[config.mk]
export PLATFORM = sky130hd
export DESIGN_NAME = binomial_coefficient
export DESIGN_NICKNAME = d
export VERILOG_FILES = /design/src/bc_pkg.sv /design/src/binomial_coefficient.sv /design/src/bc_divider.sv /design/src/bc_datapath.sv /design/src/bc_controller.sv
export SDC_FILE = /design/constraint.sdc
export NUM_CORES = 2
export LEC_CHECK = 0
export ABC_AREA = 1
export BUFFER_PORTS_ARGS = -buffer_cell sky130_fd_sc_hd__buf_2
export CORE_ASPECT_RATIO = 0.7
export CORE_MARGIN = 1
export CORE_UTILIZATION = 50
export DETAILED_ROUTE_END_ITERATION = 10
export MAX_ROUTING_LAYER = met4
export PLACE_DENSITY = 0.67
export SKIP_CTS_REPAIR_TIMING = 1
export SYNTH_ARGS = -nofsm -noshare
export SYNTH_HDL_FRONTEND = slang
export SYNTH_HIERARCHICAL = 1
export SYNTH_SLANG_ARGS = --single-unit
[constraint.sdc]
create_clock -name clk -period 19.5 [get_ports clk]
set_input_delay 3.9 -clock clk [delete_from_list [all_inputs] [get_ports clk]]
set_output_delay 3.9 -clock clk [all_outputs]
set_load 0.1 [all_outputs]
[src/bc_pkg.sv]
// ----------------------------------------------------------------------------
// bc_pkg: shared types and constants for the binomial coefficient block
// Holds the request and result structs, status codes and controller commands.
// ----------------------------------------------------------------------------
package bc_pkg;

	localparam int unsigned DIVISOR_SLOTS = 128;
	localparam int unsigned SLOT_AW = $clog2(DIVISOR_SLOTS);

	localparam logic [1:0] STATUS_OK       = 2'd0;
	localparam logic [1:0] STATUS_RANGE    = 2'd1;
	localparam logic [1:0] STATUS_OVERFLOW = 2'd2;

	typedef struct packed {
		logic [7:0] n_value;
		logic [7:0] k_value;
	} bc_req_t;

	typedef struct packed {
		logic [63:0] coefficient;
		logic [1:0]  status;
	} bc_res_t;

	typedef enum logic [3:0] {
		OP_NONE     = 4'd0,
		OP_LOAD     = 4'd1,
		OP_INIT     = 4'd2,
		OP_OVF      = 4'd3,
		OP_MUL      = 4'd4,
		OP_SLOTRD   = 4'd5,
		OP_GCDSTART = 4'd6,
		OP_REDSTART = 4'd7,
		OP_FINSTART = 4'd8
	} bc_op_t;

	typedef struct packed {
		bc_op_t            op;
		logic [SLOT_AW-1:0] addr;
		logic [8:0]        factor;
	} bc_cmd_t;

	typedef struct packed {
		logic       busy;
		logic       ovf;
	} bc_stat_t;

endpackage

[src/binomial_coefficient.sv]
// k above n, n zero, k zero or k equal to n: result given directly; otherwise min(k, n-k) slot
// loads, then per factor an overflow check and a gcd reduction per slot, then a division per slot
// every division runs on the shared divider
// throughput: one request at a time, next accepted once the result is taken
// reset: arst_n clears the controller; divisor slots are reloaded per request
// ----------------------------------------------------------------------------
// binomial_coefficient: n choose k for byte arguments, 64-bit result
// Controller sequences factors and gcd reductions over a divider datapath.
// ----------------------------------------------------------------------------
module binomial_coefficient (
	input  logic            clk,
	input  logic            arst_n,
	input  logic            in_valid,
	output logic            in_stall,
	input  bc_pkg::bc_req_t in_data,
	output logic            out_valid,
	input  logic            out_stall,
	output bc_pkg::bc_res_t out_data
);
	import bc_pkg::*;

	bc_cmd_t  cmd;
	bc_stat_t stat;
	logic [63:0] prod;

	bc_controller u_ctrl (
		.clk(clk), .arst_n(arst_n), .in_valid(in_valid), .in_stall(in_stall),
		.in_data(in_data), .out_valid(out_valid), .out_stall(out_stall),
		.out_data(out_data), .cmd(cmd), .stat(stat), .prod(prod)
	);

	bc_datapath u_dp (
		.clk(clk), .arst_n(arst_n), .cmd(cmd), .stat(stat), .prod(prod)
	);
endmodule

[src/bc_divider.sv]
// ----------------------------------------------------------------------------
// bc_divider: restoring divider, 64-bit dividend by 64-bit divisor
// One quotient bit per cycle; divide by zero yields all-ones quotient.
// ----------------------------------------------------------------------------
module bc_divider (
	input  logic        clk,
	input  logic        arst_n,
	input  logic        start,
	input  logic [63:0] dividend,
	input  logic [63:0] divisor,
	output logic        busy,
	output logic [63:0] quotient,
	output logic [63:0] remainder
);
	logic [6:0]  cnt_q;
	logic [63:0] q_q, r_q, d_q;
	logic [64:0] trial;

	assign trial = {r_q, q_q[63]} - {1'b0, d_q};

	always_ff @(posedge clk or negedge arst_n) begin
		if (!arst_n) begin
			cnt_q <= '0;
		end else if (start) begin
			cnt_q <= 7'd64;
		end else if (cnt_q != 7'd0) begin
			cnt_q <= cnt_q - 7'd1;
		end
	end

	always_ff @(posedge clk) begin
		if (start) begin
			q_q <= dividend;
			r_q <= '0;
			d_q <= divisor;
		end else if (cnt_q != 7'd0) begin
			if (!trial[64]) begin
				r_q <= trial[63:0];
				q_q <= {q_q[62:0], 1'b1};
			end else begin
				r_q <= {r_q[62:0], q_q[63]};
				q_q <= {q_q[62:0], 1'b0};
			end
		end
	end

	assign busy      = (cnt_q != 7'd0);
	assign quotient  = q_q;
	assign remainder = r_q;
endmodule

[src/bc_datapath.sv]
// ----------------------------------------------------------------------------
// bc_datapath: product register, divisor slots, gcd and division sequencing
// Runs gcd reductions and final divisions on one shared divider.
// ----------------------------------------------------------------------------
module bc_datapath (
	input  logic            clk,
	input  logic            arst_n,
	input  bc_pkg::bc_cmd_t cmd,
	output bc_pkg::bc_stat_t stat,
	output logic [63:0]     prod
);
	import bc_pkg::*;

	typedef enum logic [6:0] {
		D_IDLE  = 7'b0000001,
		D_EUC   = 7'b0000010,
		D_EUCW  = 7'b0000100,
		D_DIVP  = 7'b0001000,
		D_DIVPW = 7'b0010000,
		D_DIVS  = 7'b0100000,
		D_DIVSW = 7'b1000000
	} dstate_t;

	logic [7:0]        mem [DIVISOR_SLOTS];
	logic [7:0]        rd_q;
	logic [63:0]       prod_q, a_q, b_q, g_q;
	logic [SLOT_AW-1:0] addr_q;
	logic              fin_q;
	dstate_t           st_q;
	logic              dv_start, dv_busy;
	logic [63:0]       dv_n, dv_d, dv_quo, dv_rem;
	logic [72:0]       mprod;
	logic              wr_en;
	logic [7:0]        wr_data;
	logic [SLOT_AW-1:0] wr_addr;
	logic [7:0]        slot_cur_q;

	bc_divider u_div (
		.clk(clk), .arst_n(arst_n), .start(dv_start), .dividend(dv_n),
		.divisor(dv_d), .busy(dv_busy), .quotient(dv_quo), .remainder(dv_rem)
	);

	assign mprod = {9'd0, prod_q} * {64'd0, cmd.factor};

	always_comb begin
		dv_start = 1'b0;
		dv_n = a_q;
		dv_d = b_q;
		case (st_q)
			D_EUC: dv_start = (b_q != 64'd0);
			D_DIVP: begin
				dv_start = 1'b1;
				dv_n = prod_q;
				dv_d = g_q;
			end
			// slot divided by the same gcd
			D_DIVS: begin
				dv_start = 1'b1;
				dv_n = {56'd0, slot_cur_q};
				dv_d = g_q;
			end
			default: ;
		endcase
	end

	always_comb begin
		wr_en = 1'b0;
		wr_addr = addr_q;
		wr_data = dv_quo[7:0];
		if (cmd.op == OP_LOAD) begin
			wr_en = 1'b1;
			wr_addr = cmd.addr;
			wr_data = 8'({1'b0, cmd.addr} + 8'd1);
		end else if (st_q == D_DIVSW && !dv_busy) begin
			wr_en = 1'b1;
		end
	end

	always_ff @(posedge clk) begin
		if (wr_en) mem[wr_addr] <= wr_data;
		rd_q <= mem[cmd.addr];
	end

	always_ff @(posedge clk or negedge arst_n) begin
		if (!arst_n) begin
			st_q <= D_IDLE;
		end else begin
			case (st_q)
				D_IDLE: begin
					if (cmd.op == OP_REDSTART) st_q <= D_EUC;
					else if (cmd.op == OP_FINSTART)
						st_q <= (rd_q != 8'd0) ? D_DIVP : D_IDLE;
				end
				D_EUC:   st_q <= (b_q == 64'd0) ? D_DIVP : D_EUCW;
				D_EUCW:  if (!dv_busy) st_q <= D_EUC;
				D_DIVP:  st_q <= D_DIVPW;
				D_DIVPW: if (!dv_busy) st_q <= fin_q ? D_IDLE : D_DIVS;
				D_DIVS:  st_q <= D_DIVSW;
				D_DIVSW: if (!dv_busy) st_q <= D_IDLE;
				default: st_q <= D_IDLE;
			endcase
		end
	end

	always_ff @(posedge clk) begin
		if (cmd.op == OP_INIT) prod_q <= 64'd1;
		if (cmd.op == OP_MUL) prod_q <= mprod[63:0];
		case (st_q)
			D_IDLE: begin
				addr_q <= cmd.addr;
				if (cmd.op == OP_REDSTART) begin
					a_q <= prod_q;
					b_q <= {56'd0, rd_q};
					fin_q <= 1'b0;
				end else if (cmd.op == OP_FINSTART) begin
					g_q <= {56'd0, rd_q};
					fin_q <= 1'b1;
				end
			end
			D_EUC: if (b_q == 64'd0) g_q <= (a_q == 64'd0) ? 64'd1 : a_q;
			D_EUCW: if (!dv_busy) begin
				a_q <= b_q;
				b_q <= dv_rem;
			end
			D_DIVPW: if (!dv_busy) prod_q <= dv_quo;
			default: ;
		endcase
	end

	always_ff @(posedge clk) begin
		if (st_q == D_IDLE && cmd.op == OP_REDSTART) slot_cur_q <= rd_q;
	end

	assign prod = prod_q;
	assign stat.busy = (st_q != D_IDLE);
	assign stat.ovf = (mprod[72:64] != 9'd0);
endmodule

[src/bc_controller.sv]
// ----------------------------------------------------------------------------
// bc_controller: sequencer for n choose k
// Loads divisors, steps through factors and slots, issues datapath commands.
// ----------------------------------------------------------------------------
module bc_controller (
	input  logic              clk,
	input  logic              arst_n,
	input  logic              in_valid,
	output logic              in_stall,
	input  bc_pkg::bc_req_t   in_data,
	output logic              out_valid,
	input  logic              out_stall,
	output bc_pkg::bc_res_t   out_data,
	output bc_pkg::bc_cmd_t   cmd,
	input  bc_pkg::bc_stat_t  stat,
	input  logic [63:0]       prod
);
	import bc_pkg::*;

	typedef enum logic [8:0] {
		S_IDLE   = 9'b000000001,
		S_LOAD   = 9'b000000010,
		S_OVF    = 9'b000000100,
		S_RED_RD = 9'b000001000,
		S_RED    = 9'b000010000,
		S_REDW   = 9'b000100000,
		S_FIN_RD = 9'b001000000,
		S_FIN    = 9'b010000000,
		S_FINW   = 9'b100000000
	} state_t;

	state_t            st_q;
	logic [7:0]        k_q, i_q, j_q;
	logic [8:0]        np1_q;
	logic [8:0]        factor;
	logic              res_valid_q;
	bc_res_t           res_q;
	logic              wait_q;
	logic [7:0]        kk;

	assign factor = (np1_q - {1'b0, i_q} == 9'd0) ? 9'd1 : np1_q - {1'b0, i_q};
	assign kk = (in_data.n_value - in_data.k_value < in_data.k_value) ?
		in_data.n_value - in_data.k_value : in_data.k_value;

	assign in_stall = (st_q != S_IDLE) || res_valid_q;
	assign out_valid = res_valid_q;
	assign out_data = res_q;

	always_comb begin
		cmd.op = OP_NONE;
		cmd.addr = j_q[SLOT_AW-1:0];
		cmd.factor = factor;
		case (st_q)
			S_IDLE:   cmd.op = (in_valid && !in_stall) ? OP_INIT : OP_NONE;
			S_LOAD:   cmd.op = OP_LOAD;
			S_OVF:    cmd.op = stat.ovf ? OP_NONE : OP_MUL;
			S_RED:    cmd.op = OP_REDSTART;
			S_FIN:    cmd.op = OP_FINSTART;
			default:  cmd.op = OP_NONE;
		endcase
	end

	always_ff @(posedge clk or negedge arst_n) begin
		if (!arst_n) begin
			st_q <= S_IDLE;
			res_valid_q <= 1'b0;
			wait_q <= 1'b0;
		end else begin
			if (res_valid_q && !out_stall) res_valid_q <= 1'b0;
			case (st_q)
				S_IDLE: if (in_valid && !in_stall) begin
					k_q <= kk;
					np1_q <= {1'b0, in_data.n_value} + 9'd1;
					i_q <= kk;
					j_q <= 8'd0;
					if (in_data.k_value > in_data.n_value) begin
						res_q <= '{64'd0, STATUS_RANGE};
						res_valid_q <= 1'b1;
					end else if (in_data.n_value == 8'd0 || kk == 8'd0) begin
						res_q <= '{64'd1, STATUS_OK};
						res_valid_q <= 1'b1;
					end else begin
						st_q <= S_LOAD;
					end
				end
				S_LOAD: begin
					if (j_q + 8'd1 == k_q) st_q <= S_OVF;
					j_q <= j_q + 8'd1;
				end
				S_OVF: begin
					if (stat.ovf) begin
						res_q <= '{64'd0, STATUS_OVERFLOW};
						res_valid_q <= 1'b1;
						st_q <= S_IDLE;
					end else begin
						j_q <= k_q - 8'd1;
						st_q <= S_RED_RD;
					end
				end
				S_RED_RD: st_q <= S_RED;
				S_RED: begin
					wait_q <= 1'b1;
					st_q <= S_REDW;
				end
				S_REDW: begin
					wait_q <= 1'b0;
					if (!wait_q && !stat.busy) begin
						if (j_q != 8'd0) begin
							j_q <= j_q - 8'd1;
							st_q <= S_RED_RD;
						end else if (i_q != 8'd1) begin
							i_q <= i_q - 8'd1;
							st_q <= S_OVF;
						end else begin
							j_q <= k_q - 8'd1;
							st_q <= S_FIN_RD;
						end
					end
				end
				S_FIN_RD: st_q <= S_FIN;
				S_FIN: begin
					wait_q <= 1'b1;
					st_q <= S_FINW;
				end
				S_FINW: begin
					wait_q <= 1'b0;
					if (!wait_q && !stat.busy) begin
						if (j_q != 8'd0) begin
							j_q <= j_q - 8'd1;
							st_q <= S_FIN_RD;
						end else begin
							res_q <= '{prod, STATUS_OK};
							res_valid_q <= 1'b1;
							st_q <= S_IDLE;
						end
					end
				end
				default: st_q <= S_IDLE;
			endcase
		end
	end
endmodule

==> insert_results.sql <==
INSERT INTO impl_metrics (metric_group, metric, value, unit) VALUES
('floorplanning', 'start_util', '50.4', '%'),
('logic_synthesis', 'synth.distinct_cells', '60', ''),
('clock_network', 'cts_htree_levels', '4', ''),
('setup_path', 'timing.critical_path.slowest_cell_delay', '0.70', 'ns'),
('layout', 'layout-drive-gt1-share', '5.56', '%'),
('setup_path', 'timing.setup.critical_path_class', 'flip-flop to flip-flop', ''),
('logic_synthesis', 'synthFlopType', 'edfxtp_1', ''),
('layout', 'fill_cells', '17168', ''),
('drt', 'drt.antenna.violating_nets', '0', ''),
('clock_network', 'maximum_buffer_depth_of_the_clock_tree', '4', ''),
('setup_path', 'cp_data_required_time', '19.89', 'ns'),
('timing', 'timing.slew.headroom', '13.8', '%'),
('logic_synthesis', 'synth-edff-count', '1459', ''),
('drt', 'routed_via_count', '76839', ''),
('timing', 'fmax', '77.5', 'MHz'),
('floorplanning', 'dieWidth', '526', 'um'),
('timing', 'setup_viol', '0', ''),
('power', 'p_total', '0.0171', 'W'),
('power', 'peakVddDrop', '0.000118', 'V'),
('drt', 'post_drt_via_cell_ratio', '5.70', ''),
('global_routing', 'grt_start_max_net_pins', '210', ''),
('hold_path', 'hold_path_class', 'flip-flop to flip-flop', ''),
('drt', 'first_iter_violations', '10646', ''),
('floorplanning', 'io-pin-count', '88', ''),
('clock_network', 'clkLatencyLatePin', '0.86', 'ns'),
('floorplanning', 'placement_rows', '134', ''),
('timing', 'endpoints_failing_hold', '0', ''),
('power', 'leakage', '46.3', 'nW'),
('timing', 'period_minus_slack', '12.90', 'ns'),
('layout', 'final_net_count', '11486', ''),
('setup_path', 'timing.critical_path.arrival', '13.29', 'ns'),
('logic_synthesis', 'synthCells', '11015', ''),
('logic_synthesis', 'synth-seq-cells', '1620', ''),
('logic_synthesis', 'seq_area_frac_synth', '49.0', '%'),
('setup_path', 'crit_end', 'u_dp/mem[18][1]', ''),
('timing', 'total_negative_setup_slack', '0', 'ns'),
('placed_design', 'place_congestion', '1.06', ''),
('power', 'p_per_area', '164', 'nW/um^2'),
('drt', 'route.detailed.wl_per_inst', '22.5', 'um'),
('setup_path', 'crit_path_top_delay_cell', 'nor2_1', ''),
('clock_network', 'cts_buffers', '166', ''),
('global_routing', 'grt_pass1_vias', '72310', ''),
('logic_synthesis', 'async_reset_ff_share', '1.54', '%'),
('timing', 'min_period_over_period', '66.2', '%'),
('setup_path', 'crit_path_start', 'u_ctrl/i_q[0]', ''),
('placed_design', 'buffer_ports.inserted', '87', ''),
('timing', 'hold_slack', '0.472', 'ns'),
('setup_path', 'critical_path.endpoint_type', 'flip-flop', ''),
('clock_network', 'cts_tree', 'yes', ''),
('setup_path', 'regToRegSetupSlack', '6.60', 'ns'),
('clock_network', 'clkSinkCount', '1620', ''),
('timing', 'skew', '0.0866', 'ns'),
('setup_path', 'critical_path.reg2reg.startpoint', 'u_ctrl/i_q[0]', ''),
('placed_design', 'hpwl', '212', 'mm'),
('drt', 'drcViolationCount', '0', ''),
('outcome', 'run_status', 'finished, final reports clean', ''),
('logic_synthesis', 'synth.net_count', '11664', ''),
('drt', 'drt_wl_total', '303', 'mm'),
('timing', 'tightest_slew', '1.29', 'ns'),
('layout', 'most_common_library_cell_in_the_layout_ignoring_fill_and_taps', 'nand2_1', ''),
('global_routing', 'grt_util_all_layers', '31.6', '%'),
('layout', 'utilization_after_layout', '54.4', '%'),
('global_routing', 'overflow', '0', ''),
('global_routing', 'antenna_found_initial', '8', ''),
('floorplanning', 'floorplan.die.height', '369', 'um'),
('layout', 'area.growth.synth_to_final', '7.91', '%'),
('timing', 'grt_setup_unrepaired', 'no', ''),
('layout', 'layout.cells.most_common_list', 'nand2_1, inv_1, edfxtp_1, nor2_1, o21ai_0', ''),
('floorplanning', 'core_region_area', '191000', 'um^2'),
('job', 'cap_viol_max_count', '0', ''),
('setup_path', 'timing.critical_path.mode_cell', 'nand2_1', '');
[critical path: cells and delay by family, from the launching register on]
kind	cells	cell delay, ns
AOI/OAI and AO/OA	3	0.96
xor gates and xnor gates	1	0.13
adders and majority gates	7	3.15
buffers and inverters	9	1.87
DFF	1	0.43
and+or+nand+nor	27	5.79
[synth_stat cells (96+ instances only)]
library cell  instances  area [um^2]
nand2_1            2491         9350
inv_1              1937         7270
edfxtp_1           1459        43800
nor2_1             1422         5340
o21ai_0             862         4310
nand3_1             440         2200
fa_1                438         8770
clkbuf_1            366         1370
o22ai_1             264         1650
a21oi_1             194          971
ha_1                191         2390
dfxtp_1             136         2720
buf_2               104          521
o211ai_1             96          721
[cells by family after synthesis]
| logic type | Yosys count | synth area share (%) |
|---|---|---|
| AOI/OAI and AO/OA | 1563 | 9.05 |
| and+or+nand+nor | 4644 | 19.7 |
| adders and majority gates | 629 | 11.6 |
| DFF | 1620 | 49.0 |
| buffers and inverters | 2496 | 10.1 |
| xor gates and xnor gates | 63 | 0.573 |
[sequential cells by signal, summed over array words and instances, names as in the netlist, 64 cells and up]
register	cells
u_ctrl/out_data	66
u_dp/a_q	64
u_dp/b_q	64
u_dp/g_q	64
u_dp/mem	1024
u_dp/prod	64
u_dp/u_div/d_q	64
u_dp/u_div/quotient	64
u_dp/u_div/remainder	64
[metal layers]
layer	GRT usage [%]	share of wire (%)	wire length [um]	up-vias
met2	40.1	38	116000	4424
met5	-	0	0	-
met4	5.67	1.8	5310	0
met1	47.3	45	136000	37144
met3	12.3	15	45700	375
li1	-	-	-	34896
[stage by stage]
step | worst slack (ns) | instances
CTS | 6.99 | 13476
finish | 6.60 | 13478
global placement | 7.23 | 13185
global route | 6.10 | 13478
floorplan | 2.26 | 11015
detailed placement | 7.02 | 13185
[cell type report]
class	count	area (um^2)	share of cell area (%)
clock buffers	196	4360	4.19
repair buffers	178	1160	1.11
diodes	2	5.00	0.00482
flip-flops and latches	1620	47200	45.4
inverters	1972	7430	7.15
well taps	2516	3150	3.03
clock inverters	95	1000	0.966
multi-input cells	6899	39600	38.1
[how the worst min path moves through the flow]
stage / to / cells after the start / startpoint
finish: u_dp/prod[27] / 2 / u_dp/u_div/quotient[27]
global route: u_dp/prod[27] / 2 / u_dp/u_div/quotient[27]
CTS: u_dp/prod[26] / 2 / u_dp/u_div/quotient[26]
detailed placement: u_dp/prod[27] / 2 / u_dp/u_div/quotient[27]
global placement: u_dp/prod[26] / 2 / u_dp/u_div/quotient[26]
floorplan: u_dp/slot_cur_q[0] / 0 / u_dp/rd_q[0]
[power breakdown]
part	internal, W	switching, W
clock network	0.00184	0.00138
registers	0.00493	0.000537
logic	0.00225	0.00613
total	0.00902	0.00805
Power figures use the tool's default switching activity.
